**config.mk**
```make
export PLATFORM = sky130hd
export DESIGN_NAME = sync_length_frame_extractor
export DESIGN_NICKNAME = d
export VERILOG_FILES = /design/src/rtl/sle_pkg.sv /design/src/rtl/sle_front.sv /design/src/rtl/sle_cmd_fifo.sv /design/src/rtl/sle_back.sv /design/src/rtl/sync_length_frame_extractor.sv
export SDC_FILE = /design/constraint.sdc
export NUM_CORES = 1
export LEC_CHECK = 0
export BUFFER_PORTS_ARGS = -buffer_cell sky130_fd_sc_hd__buf_2
export CAP_MARGIN = 5
export CORE_MARGIN = 2
export CORE_UTILIZATION = 35
export DETAILED_ROUTE_END_ITERATION = 8
export GPL_TIMING_DRIVEN = 0
export RECOVER_POWER = 25
export SLEW_MARGIN = 20
export SYNTH_ARGS = -nofsm -noshare
export SYNTH_HDL_FRONTEND = slang
export SYNTH_SLANG_ARGS = --single-unit
```
**constraint.sdc**
```tcl
create_clock -name clk -period 7.45 [get_ports clk]
set_clock_uncertainty 0.2 [all_clocks]
set_input_delay 0.3725 -clock clk [delete_from_list [all_inputs] [get_ports clk]]
set_output_delay 0.3725 -clock clk [all_outputs]
set_load 0.05 [all_outputs]
```
**src/rtl/sle_pkg.sv**
```systemverilog
// Shared types and constants for the sync/length frame extractor.
`timescale 1ns / 1ps
`default_nettype none

package sle_pkg;

	// The length field is always two bytes, little-endian.
	localparam int LENGTH_BYTES = 2;
	localparam int CFG_IDX_W    = 8;

	localparam logic [CFG_IDX_W-1:0] REG_SYNC_PATTERN   = 8'd0;
	localparam logic [CFG_IDX_W-1:0] REG_FRAME_CAPACITY = 8'd1;

	typedef enum logic [1:0] {
		PH_HUNT,
		PH_LEN_LO,
		PH_LEN_HI,
		PH_BODY
	} phase_t;

	// One command from the classifier to the output sequencer. A header command
	// expands to the sync bytes and both length bytes; otherwise one byte is sent.
	typedef struct packed {
		logic        hdr;
		logic [63:0] win;
		logic [7:0]  len_lo;
		logic [7:0]  data;
		logic        last;
	} cmd_t;

endpackage

`default_nettype wire

```
**src/rtl/sle_front.sv**
```systemverilog
// Front end: sync hunt, length capture and frame body classification.
`timescale 1ns / 1ps
`default_nettype none

module sle_front #(
	parameter int SYNC_BYTES = 4
) (
	input  wire logic               clk,
	input  wire logic               arst_n,
	input  wire logic               take,
	input  wire logic [7:0]         data_byte,
	input  wire logic [63:0]        sync_pattern,
	input  wire logic [15:0]        frame_capacity,
	output logic                    cmd_push,
	output sle_pkg::cmd_t           cmd
);

	localparam int WIN_W  = 8 * SYNC_BYTES;
	localparam int FILL_W = $clog2(SYNC_BYTES + 1);
	localparam logic [FILL_W-1:0] FILL_FULL = FILL_W'(SYNC_BYTES);
	localparam logic [15:0] HDR_LEN = 16'(SYNC_BYTES + sle_pkg::LENGTH_BYTES);
	localparam logic [15:0] SYNC_CNT = 16'(SYNC_BYTES);

	sle_pkg::phase_t    phase_q, phase_d;
	logic [WIN_W-1:0]   win_q, win_d, win_shift;
	logic [FILL_W-1:0]  fill_q, fill_d, fill_inc;
	logic [7:0]         len_lo_q, len_lo_d;
	logic [15:0]        frame_len_q, frame_len_d;
	logic [15:0]        count_q, count_d, count_inc;
	logic [15:0]        len_full;
	logic               hunt_restart;

	always_comb begin
		win_shift = win_q >> 8;
		win_shift[WIN_W-1 -: 8] = data_byte;
		fill_inc  = (fill_q < FILL_FULL) ? fill_q + 1'b1 : fill_q;
		count_inc = count_q + 16'd1;
		len_full  = {data_byte, len_lo_q};
	end

	always_comb begin
		phase_d      = phase_q;
		win_d        = win_q;
		fill_d       = fill_q;
		len_lo_d     = len_lo_q;
		frame_len_d  = frame_len_q;
		count_d      = count_q;
		hunt_restart = 1'b0;
		cmd_push     = 1'b0;
		cmd.hdr      = 1'b0;
		cmd.win      = 64'(win_q);
		cmd.len_lo   = len_lo_q;
		cmd.data     = data_byte;
		cmd.last     = 1'b0;
		unique case (phase_q)
			sle_pkg::PH_HUNT: begin
				win_d  = win_shift;
				fill_d = fill_inc;
				if (fill_inc == FILL_FULL && win_shift == sync_pattern[WIN_W-1:0]) begin
					phase_d = sle_pkg::PH_LEN_LO;
					count_d = SYNC_CNT;
				end
			end
			sle_pkg::PH_LEN_LO: begin
				len_lo_d = data_byte;
				count_d  = count_inc;
				phase_d  = sle_pkg::PH_LEN_HI;
			end
			sle_pkg::PH_LEN_HI: begin
				count_d = HDR_LEN;
				if (len_full < HDR_LEN) begin
					hunt_restart = 1'b1;
				end else if (len_full > frame_capacity) begin
					if (HDR_LEN >= frame_capacity) begin
						hunt_restart = 1'b1;
					end else begin
						// A zero frame length marks a frame that is swallowed.
						frame_len_d = 16'd0;
						phase_d     = sle_pkg::PH_BODY;
					end
				end else begin
					cmd_push = 1'b1;
					cmd.hdr  = 1'b1;
					cmd.last = (len_full == HDR_LEN);
					if (len_full == HDR_LEN) begin
						hunt_restart = 1'b1;
					end else begin
						frame_len_d = len_full;
						phase_d     = sle_pkg::PH_BODY;
					end
				end
			end
			sle_pkg::PH_BODY: begin
				count_d = count_inc;
				if (frame_len_q == 16'd0) begin
					hunt_restart = (count_inc >= frame_capacity);
				end else begin
					cmd_push     = 1'b1;
					cmd.last     = (count_inc >= frame_len_q);
					hunt_restart = (count_inc >= frame_len_q);
				end
			end
			default: begin
				hunt_restart = 1'b1;
			end
		endcase
		if (hunt_restart) begin
			phase_d     = sle_pkg::PH_HUNT;
			win_d       = '0;
			fill_d      = '0;
			len_lo_d    = 8'd0;
			frame_len_d = 16'd0;
			count_d     = 16'd0;
		end
		if (!take) begin
			cmd_push = 1'b0;
		end
	end

	always_ff @(posedge clk or negedge arst_n) begin
		if (!arst_n) begin
			phase_q     <= sle_pkg::PH_HUNT;
			win_q       <= '0;
			fill_q      <= '0;
			len_lo_q    <= 8'd0;
			frame_len_q <= 16'd0;
			count_q     <= 16'd0;
		end else if (take) begin
			phase_q     <= phase_d;
			win_q       <= win_d;
			fill_q      <= fill_d;
			len_lo_q    <= len_lo_d;
			frame_len_q <= frame_len_d;
			count_q     <= count_d;
		end
	end

endmodule

`default_nettype wire

```
**src/rtl/sle_cmd_fifo.sv**
```systemverilog
// Command queue between the classifier and the output sequencer.
`timescale 1ns / 1ps
`default_nettype none

module sle_cmd_fifo #(
	parameter int DEPTH = 4
) (
	input  wire logic          clk,
	input  wire logic          arst_n,
	input  wire logic          wr_en,
	input  wire sle_pkg::cmd_t wr_data,
	output logic               full,
	input  wire logic          rd_en,
	output sle_pkg::cmd_t      rd_data,
	output logic               empty
);

	localparam int PTR_W = (DEPTH > 1) ? $clog2(DEPTH) : 1;
	localparam int CNT_W = $clog2(DEPTH + 1);
	localparam logic [PTR_W-1:0] PTR_LAST = PTR_W'(DEPTH - 1);
	localparam logic [CNT_W-1:0] CNT_FULL = CNT_W'(DEPTH);

	sle_pkg::cmd_t     mem_q [DEPTH];
	logic [PTR_W-1:0]  wr_ptr_q, rd_ptr_q;
	logic [CNT_W-1:0]  count_q;
	logic              do_wr, do_rd;

	assign full    = (count_q == CNT_FULL);
	assign empty   = (count_q == '0);
	assign do_wr   = wr_en && !full;
	assign do_rd   = rd_en && !empty;
	assign rd_data = mem_q[rd_ptr_q];

	always_ff @(posedge clk) begin
		if (do_wr) begin
			mem_q[wr_ptr_q] <= wr_data;
		end
	end

	always_ff @(posedge clk or negedge arst_n) begin
		if (!arst_n) begin
			wr_ptr_q <= '0;
			rd_ptr_q <= '0;
			count_q  <= '0;
		end else begin
			if (do_wr) begin
				wr_ptr_q <= (wr_ptr_q == PTR_LAST) ? '0 : wr_ptr_q + 1'b1;
			end
			if (do_rd) begin
				rd_ptr_q <= (rd_ptr_q == PTR_LAST) ? '0 : rd_ptr_q + 1'b1;
			end
			if (do_wr && !do_rd) begin
				count_q <= count_q + 1'b1;
			end else if (do_rd && !do_wr) begin
				count_q <= count_q - 1'b1;
			end
		end
	end

endmodule

`default_nettype wire

```
**src/rtl/sle_back.sv**
```systemverilog
// Output sequencer: expands queued commands into frame bytes.
`timescale 1ns / 1ps
`default_nettype none

module sle_back #(
	parameter int SYNC_BYTES = 4
) (
	input  wire logic          clk,
	input  wire logic          arst_n,
	input  wire sle_pkg::cmd_t head,
	input  wire logic          head_empty,
	output logic               head_pop,
	input  wire logic          pop,
	output logic               empty,
	output logic [7:0]         out_byte,
	output logic               first_flag,
	output logic               last_flag
);

	localparam int IDX_W = $clog2(SYNC_BYTES + 2);
	localparam logic [IDX_W-1:0] IDX_LEN_LO = IDX_W'(SYNC_BYTES);
	localparam logic [IDX_W-1:0] IDX_LAST   = IDX_W'(SYNC_BYTES + 1);

	sle_pkg::cmd_t     cur_q;
	logic              valid_q;
	logic [IDX_W-1:0]  idx_q;
	logic              done;

	assign empty    = !valid_q;
	assign done     = !cur_q.hdr || (idx_q == IDX_LAST);
	assign head_pop = !head_empty && (!valid_q || (pop && done));

	always_comb begin
		out_byte   = cur_q.data;
		first_flag = 1'b0;
		last_flag  = cur_q.last;
		if (cur_q.hdr) begin
			if (idx_q < IDX_LEN_LO) begin
				out_byte   = cur_q.win[8*idx_q +: 8];
				first_flag = (idx_q == '0);
				last_flag  = 1'b0;
			end else if (idx_q == IDX_LEN_LO) begin
				out_byte  = cur_q.len_lo;
				last_flag = 1'b0;
			end
		end
	end

	always_ff @(posedge clk) begin
		if (head_pop) begin
			cur_q <= head;
		end
	end

	always_ff @(posedge clk or negedge arst_n) begin
		if (!arst_n) begin
			valid_q <= 1'b0;
			idx_q   <= '0;
		end else if (head_pop) begin
			valid_q <= 1'b1;
			idx_q   <= '0;
		end else if (pop && valid_q) begin
			if (done) begin
				valid_q <= 1'b0;
			end else begin
				idx_q <= idx_q + 1'b1;
			end
		end
	end

endmodule

`default_nettype wire

```
**src/rtl/sync_length_frame_extractor.sv**
```systemverilog
// Top level of the sync-word, length-prefixed frame extractor.
`timescale 1ns / 1ps
`default_nettype none

// Takes one raw byte per cycle while full is low and delivers the bytes of
// each valid frame, header included, with first_flag on the first sync byte
// and last_flag on the final byte. Body bytes pass at one per cycle while
// pop is held; a frame header expands into SYNC_BYTES+2 output transactions,
// one per cycle, so one input byte occupies the sequencer for all of them.
// A QUEUE_DEPTH-entry command queue decouples the classifier from the
// sequencer, and full rises whenever that queue fills. Oversized frames are
// swallowed without output, up to frame_capacity bytes. Configuration writes
// are always ready and should be issued only while no frame is in progress.
module sync_length_frame_extractor #(
	parameter int SYNC_BYTES  = 4,
	parameter int QUEUE_DEPTH = 4
) (
	input  wire logic                          clk,
	input  wire logic                          arst_n,
	input  wire logic                          push,
	output logic                               full,
	input  wire logic [7:0]                    data_byte,
	output logic                               empty,
	input  wire logic                          pop,
	output logic [7:0]                         out_byte,
	output logic                               first_flag,
	output logic                               last_flag,
	input  wire logic                          cfg_valid,
	output logic                               cfg_ready,
	input  wire logic [sle_pkg::CFG_IDX_W-1:0] cfg_index,
	input  wire logic [63:0]                   cfg_data
);

	logic [63:0]    sync_pattern_q;
	logic [15:0]    frame_capacity_q;
	logic           take;
	logic           cmd_push;
	sle_pkg::cmd_t  cmd;
	sle_pkg::cmd_t  head;
	logic           head_empty;
	logic           head_pop;

	assign cfg_ready = 1'b1;
	assign take      = push && !full;

	always_ff @(posedge clk or negedge arst_n) begin
		if (!arst_n) begin
			sync_pattern_q   <= 64'd0;
			frame_capacity_q <= 16'd4096;
		end else if (cfg_valid && cfg_ready) begin
			if (cfg_index == sle_pkg::REG_SYNC_PATTERN) begin
				sync_pattern_q <= cfg_data;
			end else if (cfg_index == sle_pkg::REG_FRAME_CAPACITY) begin
				frame_capacity_q <= cfg_data[15:0];
			end
		end
	end

	sle_front #(
		.SYNC_BYTES (SYNC_BYTES)
	) u_front (
		.clk            (clk),
		.arst_n         (arst_n),
		.take           (take),
		.data_byte      (data_byte),
		.sync_pattern   (sync_pattern_q),
		.frame_capacity (frame_capacity_q),
		.cmd_push       (cmd_push),
		.cmd            (cmd)
	);

	sle_cmd_fifo #(
		.DEPTH (QUEUE_DEPTH)
	) u_queue (
		.clk     (clk),
		.arst_n  (arst_n),
		.wr_en   (cmd_push),
		.wr_data (cmd),
		.full    (full),
		.rd_en   (head_pop),
		.rd_data (head),
		.empty   (head_empty)
	);

	sle_back #(
		.SYNC_BYTES (SYNC_BYTES)
	) u_back (
		.clk        (clk),
		.arst_n     (arst_n),
		.head       (head),
		.head_empty (head_empty),
		.head_pop   (head_pop),
		.pop        (pop),
		.empty      (empty),
		.out_byte   (out_byte),
		.first_flag (first_flag),
		.last_flag  (last_flag)
	);

endmodule

`default_nettype wire
```
# After elaboration in Yosys (flattened, before gate mapping)
# Memory sizes are Yosys's and may differ from the RTL's. A register that Yosys moved wholly into a read port is not among the register bits.
# Cells that the tools add are included.
[totals]
ff_bits = 200
mem_bits_rw = 200
input_bits = 85
out_inout_bits = 13
word_cells = 149
memories = 1
[classes]
n_addsub = 7
order_cmp = 7
n_eq_ne = 20
n_shift = 1
mux = 59
bitwise = 1
reduce_logical = 39
[memory_table]
columns = ["name", "words", "word_bits", "read_ports", "rd_ports_with_merged_regs", "write_ports", "line_no", "rtl"]
rows = [
  ["u_queue.mem_q", 4, 50, 1, 1, 1, "sle_cmd_fifo.sv:23", "sle_pkg::cmd_t mem_q [DEPTH];"],
]
[op_table]
columns = ["cell", "n"]
rows = [
  ["$mux 16", 8],
  ["$mux 32", 2],
  ["$shiftx 64x7->8", 1],
  ["$pmux 16 s3", 1],
  ["$mux 8", 5],
  ["$eq 32x32->1", 1],
  ["$ge 16x16->1", 2],
  ["$mux 3", 8],
  ["$mux 1", 23],
  ["$add 16x1->16 const B", 1],
  ["$eq 16x3->1 const B", 1],
  ["$ge 3x16->1 const A", 1],
  ["$gt 16x16->1", 1],
  ["$logic_not 16->1", 1],
  ["$lt 16x3->1 const B", 1],
  ["$mux 2", 8],
  ["$eq 3x3->1 const B", 4],
  ["$reduce_and 2->1", 6],
  ["$reduce_bool 2->1", 6],
  ["$add 3x1->3 const B", 3],
  ["$logic_and 1x1->1", 9],
  ["$eq 2x2->1 const B", 4],
  ["$eq 8x1->1 const B", 1],
  ["$logic_not 8->1", 1],
  ["other kinds (22)", 35],
]

# Longest topological paths before layout
[logic_depth]
ltp_word = 10
mapped_depth = 19
ltp_nobuf = 17

# Hierarchy
# A second synthesis with hierarchy kept.
[unflattened]
hier_cells = 1344
hier_area_um2 = 23109.7
[by_module_without_submodules]
columns = ["module", "instances", "cells_per_inst", "area_each_um2", "seq_area_each_um2"]
rows = [
  ["sle_cmd_fifo", 1, 465, 12281.8, 10024.6],
  ["sle_front", 1, 575, 5516.5, 1926.8],
  ["sync_length_frame_extractor", 1, 176, 3105.5, 2003.2],
  ["sle_back", 1, 128, 2205.9, 1601.5],
]

# Worst setup path after synthesis
# No wires, ideal clock.
[synth_path]
kind = "register to register"
startpoint = "register u_back.idx_q[1]"
endpoint = "register u_queue.count_q[1]"
setup_time_ns = 0.125
t_arrival_ns = 5.798
t_required_ns = 7.125
path_slack_ns = 1.327
stages_incl_launch_ff = 11
path_buffers = 1
synth_period_minus_slack_ns = 6.123
cell_sequence = "dfrtp_1 > clkbuf_1 > inv_1 > ha_1 > a21oi_1 > nor3_1 > inv_1 > ha_1 > inv_1 > fa_1 > mux2_2"
[synth_via]
elab_chain_cells = 9
elab_cells_between_ends = 11
classes_between = "eq/ne: 1; mux: 1; reduce/logical: 9"
[synth_rtl]
columns = ["item", "line_no", "rtl"]
rows = [
  ["start: declaration", "sle_back.sv:26", "logic [IDX_W-1:0] idx_q;"],
  ["start signal: assignment", "sle_back.sv:66", "idx_q <= idx_q + 1'b1;"],
  ["$eq 3x3->1 *", "sle_back.sv:30", "assign done = !cur_q.hdr || (idx_q == IDX_LAST);"],
  ["$logic_or 1x1->1 *", "sle_back.sv:30", ""],
  ["$logic_and 1x1->1 *", "sle_back.sv:31", "assign head_pop = !head_empty && (!valid_q || (pop && done));"],
  ["$logic_or 1x1->1 *", "sle_back.sv:31", ""],
  ["$logic_and 1x1->1 *", "sle_back.sv:31", ""],
  ["net head_pop", "sync_length_frame_extractor.sv:41", "logic head_pop;"],
  ["$logic_and 1x1->1 *", "sle_cmd_fifo.sv:31", "assign do_rd = rd_en && !empty;"],
  ["$logic_not 1->1", "sle_cmd_fifo.sv:52", "if (do_wr && !do_rd) begin"],
  ["$logic_and 1x1->1", "sle_cmd_fifo.sv:52", ""],
  ["$mux 3 / $reduce_bool 2->1 (equally long branches)", "n/a", ""],
  ["end signal: assignment", "sle_cmd_fifo.sv:53", "count_q <= count_q + 1'b1;"],
  ["end signal: assignment", "sle_cmd_fifo.sv:55", "count_q <= count_q - 1'b1;"],
  ["end: declaration", "sle_cmd_fifo.sv:25", "logic [CNT_W-1:0] count_q;"],
]
# The timed path passes the listed nets; every way through them passes the cells marked *.
# A chain may end at the register's enable or synchronous reset.

# Final worst setup path
[layout_path]
startpoint = "register u_front.count_q[0]"
endpoint = "register u_front.win_q[9]"
[layout_via]
elab_chain_cells = 6
elab_cells_between_ends = 8
classes_between = "add/sub: 1; order compare: 2; mux: 3; reduce/logical: 2"
[layout_rtl]
columns = ["item", "line_no", "rtl"]
rows = [
  ["start: declaration", "sle_front.sv:29", "logic [15:0] count_q, count_d, count_inc;"],
  ["start signal: assignment", "sle_front.sv:134", "count_q <= count_d;"],
  ["$add 16x1->16 *", "sle_front.sv:37", "count_inc = count_q + 16'd1;"],
  ["$ge 16x16->1, on equally long branches", "sle_front.sv:100, sle_front.sv:96", ""],
  ["$mux 1 *", "sle_front.sv:95", "if (frame_len_q == 16'd0) begin"],
  ["$pmux 1 s2 *", "sle_front.sv:55", "unique case (phase_q)"],
  ["$reduce_bool 2->1 (no line)", "n/a", ""],
  ["$reduce_and 2->1 (no line)", "n/a", ""],
  ["end signal: assignment", "sle_front.sv:130", "win_q <= win_d;"],
  ["end: declaration", "sle_front.sv:25", "logic [WIN_W-1:0] win_q, win_d, win_shift;"],
]
# Every way passes the cells marked *; elsewhere a longest branch is shown, timed or not.

==> impl_metrics.yaml <==
outcome:
  status: "finished with violations"
  violations: "capacitance limit, slew limit"
detailed_routing:
  drtPass1Iterations: 5
  drc_errors: 0
  via_count: 9698
  routed_wl_mm: 39.6
  ant_nets: 0
  vias_per_cell: 5.25
  wl_per_cell_um: 21.5
  drt_iter0_drc: 737
die:
  io_pins: 98
  die_area_mm2: 0.0493
  start_util_pct: 35.6
  core_area_mm2: 0.0468
  dieWidth_um: 222
  fp-row-count: 79
  die_h_um: 222
timing:
  setup_slack_ps: 1990
  slew_violations: 62
  timing.final.crit_period_ps: 5460
  timing.final.crit_share_pct: 73.3
  rsz0062_at_grt: "false"
  worst_pin_slew_ps: 3880
  fmax_mhz: 183
  setup_viol: 0
  hold_viol: 0
  relSlewSlack_pct: -159
clock_tree:
  clock_latency_ps: 540
  root_buffer: "clkbuf_16"
  cts_max_level: 2
  clockBufferDepth: 3
  cts_tree: "done"
  clk_pin_slew_ps: 60
  cts-resized-gates: 0
  numClockSinks: 386
  cts_inserted_buffers: 41
worst_setup_path:
  cp_slowest_stage_delay_ps: 630
  startpoint: "u_front.count_q[0]$_DFFE_PN0P_"
  cp-endpoint: "u_front.win_q[9]$_DFFE_PN0P_"
  worstReg2RegEnd: "u_front.win_q[9]$_DFFE_PN0P_"
  required_ps: 7720
  critPathArrivalTime_ps: 5730
  cp_num_buf_inv: 1
  crit_cells: 18
  rrSetupSlack_ps: 1990
  slowest_stage: "nor2_1"
  cp_max_fo: 10
  cp_top_family: "simple AND/OR/NAND/NOR gates"
  r2r_cells: 18
  start_kind: "register"
  worstSetupPathType: "reg -> reg"
  r2r_start: "u_front.count_q[0]$_DFFE_PN0P_"
  crit_chain: "ha_1 > nand2_1 > nor2_1 > and3_1 > and3_1 > and3_1 > nand3_1 > xnor2_1 > ha_1 > o21ai_0 > nor2_1 > or3_1 > a211oi_1 > o22a_1 > nand3_2 > nor2_1 > buf_2 > a22o_1"
  critPathCaptureType: "register"
power:
  p_sw_mw: 2.43
  ir_drop_uv: 183
  powerDensity_mw_per_mm2: 376
  leakage_nw: 7.68
  p_comb_share_pct: 28.2
  intPower_mw: 4.99
  seqPwrFrac_pct: 42.6
  switching_share_pct: 32.7
  pwr-share-clk_pct: 29.2
  power_mw: 7.42
synth:
  synth_cell_type_count: 63
  syn_area_mm2: 0.0167
  ys_ff_latch: 386
  syn_avg_cell_area_um2: 15.8
  ys_seq_area_share_pct: 65.5
  synth-main-ff-cell: "edfxtp_1"
  synth-edff-count: 250
  synth_warnings: 0
  ys_async_sr_fraction_pct: 35.2
  synthesis.nets: 1204
  synthCells: 1055
place:
  place_area_mm2: 0.0179
  post-place-cells: 1737
  gp_congestion: 0.829
  dp_slack_ps: 2000
  io_buffer_count: 64
  dpl.hpwl_mm: 27.1
grt:
  grt_pass1_wl_mm: 60.8
  grt_util_all_layers_pct: 16.2
  grt_remaining_overflow: 0
  grt_pass1_vias: 9884
  grt_max_degree: 76
  grt_antenna_before_repair: 0
final_layout:
  drive_above_1_share_pct: 22.0
  syn2layout_area_growth_pct: 18.3
  final_nets: 1356
  diodes: 0
  stdcell_area_mm2: 0.0197
  final-instance-count-excl-fill: 1846
flow_run:
  maxCapViolCount: 1
worst_hold_path:
  hold_class: "in -> reg"
-- flip-flops by register name, indices dropped and copies added, names as in the netlist --
name,cells
sync_pattern_q,32
u_queue.wr_ptr_q,2
u_queue.count_q,3
u_front.len_lo_q,8
u_front.fill_q,3
u_back.valid_q,1
u_front.phase_q,2
u_queue.mem_q,200
u_queue.rd_ptr_q,2
u_front.win_q,32
frame_capacity_q,16
u_back.cur_q,50
u_front.frame_len_q,16
u_back.idx_q,3
u_front.count_q,16
-- final cells by class --
cell class | count | area, um^2
fill | 4173 | 27100
sequential | 386 | 10900
multi-input combinational | 576 | 5370
clock buffer | 49 | 1080
timing repair buffer | 109 | 828
tap | 607 | 759
clock inverter | 26 | 363
inverter | 53 | 199
buffer | 40 | 190
-- worst min path at each step --
stage / end / start / slack [ps] / cells past startpoint
finish: sync_pattern_q[0]$_DFFE_PN0P_ / cfg_index[0] / 110 / 3
global route: sync_pattern_q[0]$_DFFE_PN0P_ / cfg_index[0] / 110 / 3
CTS: u_queue.mem_q[0][8]$_DFFE_PP_ / data_byte[7] / 30 / 1
detailed placement: sync_pattern_q[14]$_DFFE_PN0P_ / arst_n / 170 / 1
global placement: frame_capacity_q[3]$_DFFE_PN0P_ / frame_capacity_q[3]$_DFFE_PN0P_ / 290 / 1
floorplan: frame_capacity_q[0]$_DFFE_PN0P_ / arst_n / -120 / 0
-- placed cells by master (no fill, tap or decap), types with 4 or more instances in the layout --
cell | netlist | final
nand3_1 | 14 | 14
a22oi_1 | 4 | 4
clkbuf_16 | 0 | 41
dfrtp_1 | 135 | 135
a211oi_1 | 14 | 14
xor2_1 | 40 | 40
nor4_1 | 19 | 19
dlygate4sd3_1 | 0 | 34
nor2_1 | 44 | 44
nand4_1 | 13 | 13
o22ai_1 | 10 | 10
clkbuf_1 | 25 | 40
bufinv_16 | 0 | 8
o2bb2ai_1 | 5 | 5
a21o_1 | 6 | 6
mux4_2 | 58 | 58
nor3_1 | 9 | 8
mux2_2 | 53 | 53
nand2_1 | 30 | 30
nand2b_1 | 5 | 5
inv_1 | 53 | 53
edfxtp_1 | 250 | 250
clkinv_2 | 0 | 8
buf_4 | 1 | 4
o21ai_0 | 36 | 36
a21oi_1 | 25 | 25
buf_6 | 4 | 7
and3_1 | 8 | 8
xnor2_1 | 10 | 10
ha_1 | 63 | 63
and2_4 | 0 | 4
buf_1 | 6 | 5
buf_2 | 4 | 59
a22o_1 | 57 | 57
-- power groups by stage --
stage          Clock [mW]  Combinational (mW)  Sequential, mW
2_1_floorplan           0                1.50            3.04
3_3_place_gp            0                2.03            3.20
3_5_place_dp            0                2.10            3.20
4_1_cts              2.21                2.12            3.16
5_1_grt              2.29                2.31            3.20
6_report             2.17                2.09            3.16
-- Yosys cell counts (6+ instances only) --
| master | instances | area share [%] |
|---|---|---|
| and3_1 | 8 | 0.30 |
| inv_1 | 53 | 1.2 |
| a22o_1 | 57 | 3.0 |
| a21o_1 | 6 | 0.27 |
| dfrtp_1 | 135 | 20 |
| nand3_1 | 14 | 0.42 |
| mux4_2 | 58 | 7.8 |
| xor2_1 | 40 | 2.1 |
| o22ai_1 | 10 | 0.38 |
| a211oi_1 | 14 | 0.63 |
| a21oi_1 | 25 | 0.75 |
| ha_1 | 63 | 4.7 |
| nor3_1 | 9 | 0.27 |
| nor4_1 | 19 | 0.71 |
| nand4_1 | 13 | 0.49 |
| o21ai_0 | 36 | 1.1 |
| edfxtp_1 | 250 | 45 |
| mux2_2 | 53 | 3.6 |
| clkbuf_1 | 25 | 0.56 |
| nand2_1 | 30 | 0.68 |
| buf_1 | 6 | 0.14 |
| nor2_1 | 44 | 0.99 |
| xnor2_1 | 10 | 0.53 |
-- metrics by stage --
step	hold slack [ps]	utilization, %	TNS [ps]
after floorplan	-123	-	0
after global placement	292	37.9	-2290
after detailed placement	165	38.4	0
after CTS	29.0	42.2	0
after global routing	112	42.1	0
final	109	42.1	0
-- cell families (layout without fill, tap and decap cells) --
family                   Yosys count  in the layout  synth area share, %
AO/OA/AOI/OAI                    181            181                 7.85
AND/OR/NAND/NOR                  167            167                 5.26
other                              1              1               0.0225
XOR/XNOR                          50             50                 2.63
multiplexers                     113            113                 11.5
buffers and inverters             93            277                 2.33
flip-flops                       386            386                 65.5
adder cells (fa/ha/maj)           64             64                 4.85
-- routing by layer --
| metal | share of wire (%) | GRT usage (%) | up-vias | wire [um] |
|---|---|---|---|---|
| met5 | 0 | 0 | - | 0 |
| met4 | 2.3 | 4.34 | 0 | 903 |
| met3 | 5.1 | 2.50 | 57 | 2030 |
| met2 | 47 | 26.2 | 271 | 18600 |
| met1 | 46 | 22.8 | 4973 | 18100 |
| li1 | - | - | 4397 | - |
-- timing repair --
item                                    4_1_cts  5_1_grt
endpoints found under the setup margin        0        0
hold buffers                                 34        0
buffers inserted                              0        0
endpoints found under the hold margin       111        0
-- tightest hold or removal path, cell delays in order --
cell and delay, ps:
buf_2 90, nor2_1 110, mux2_2 240
(Power assumes the default switching activity.)
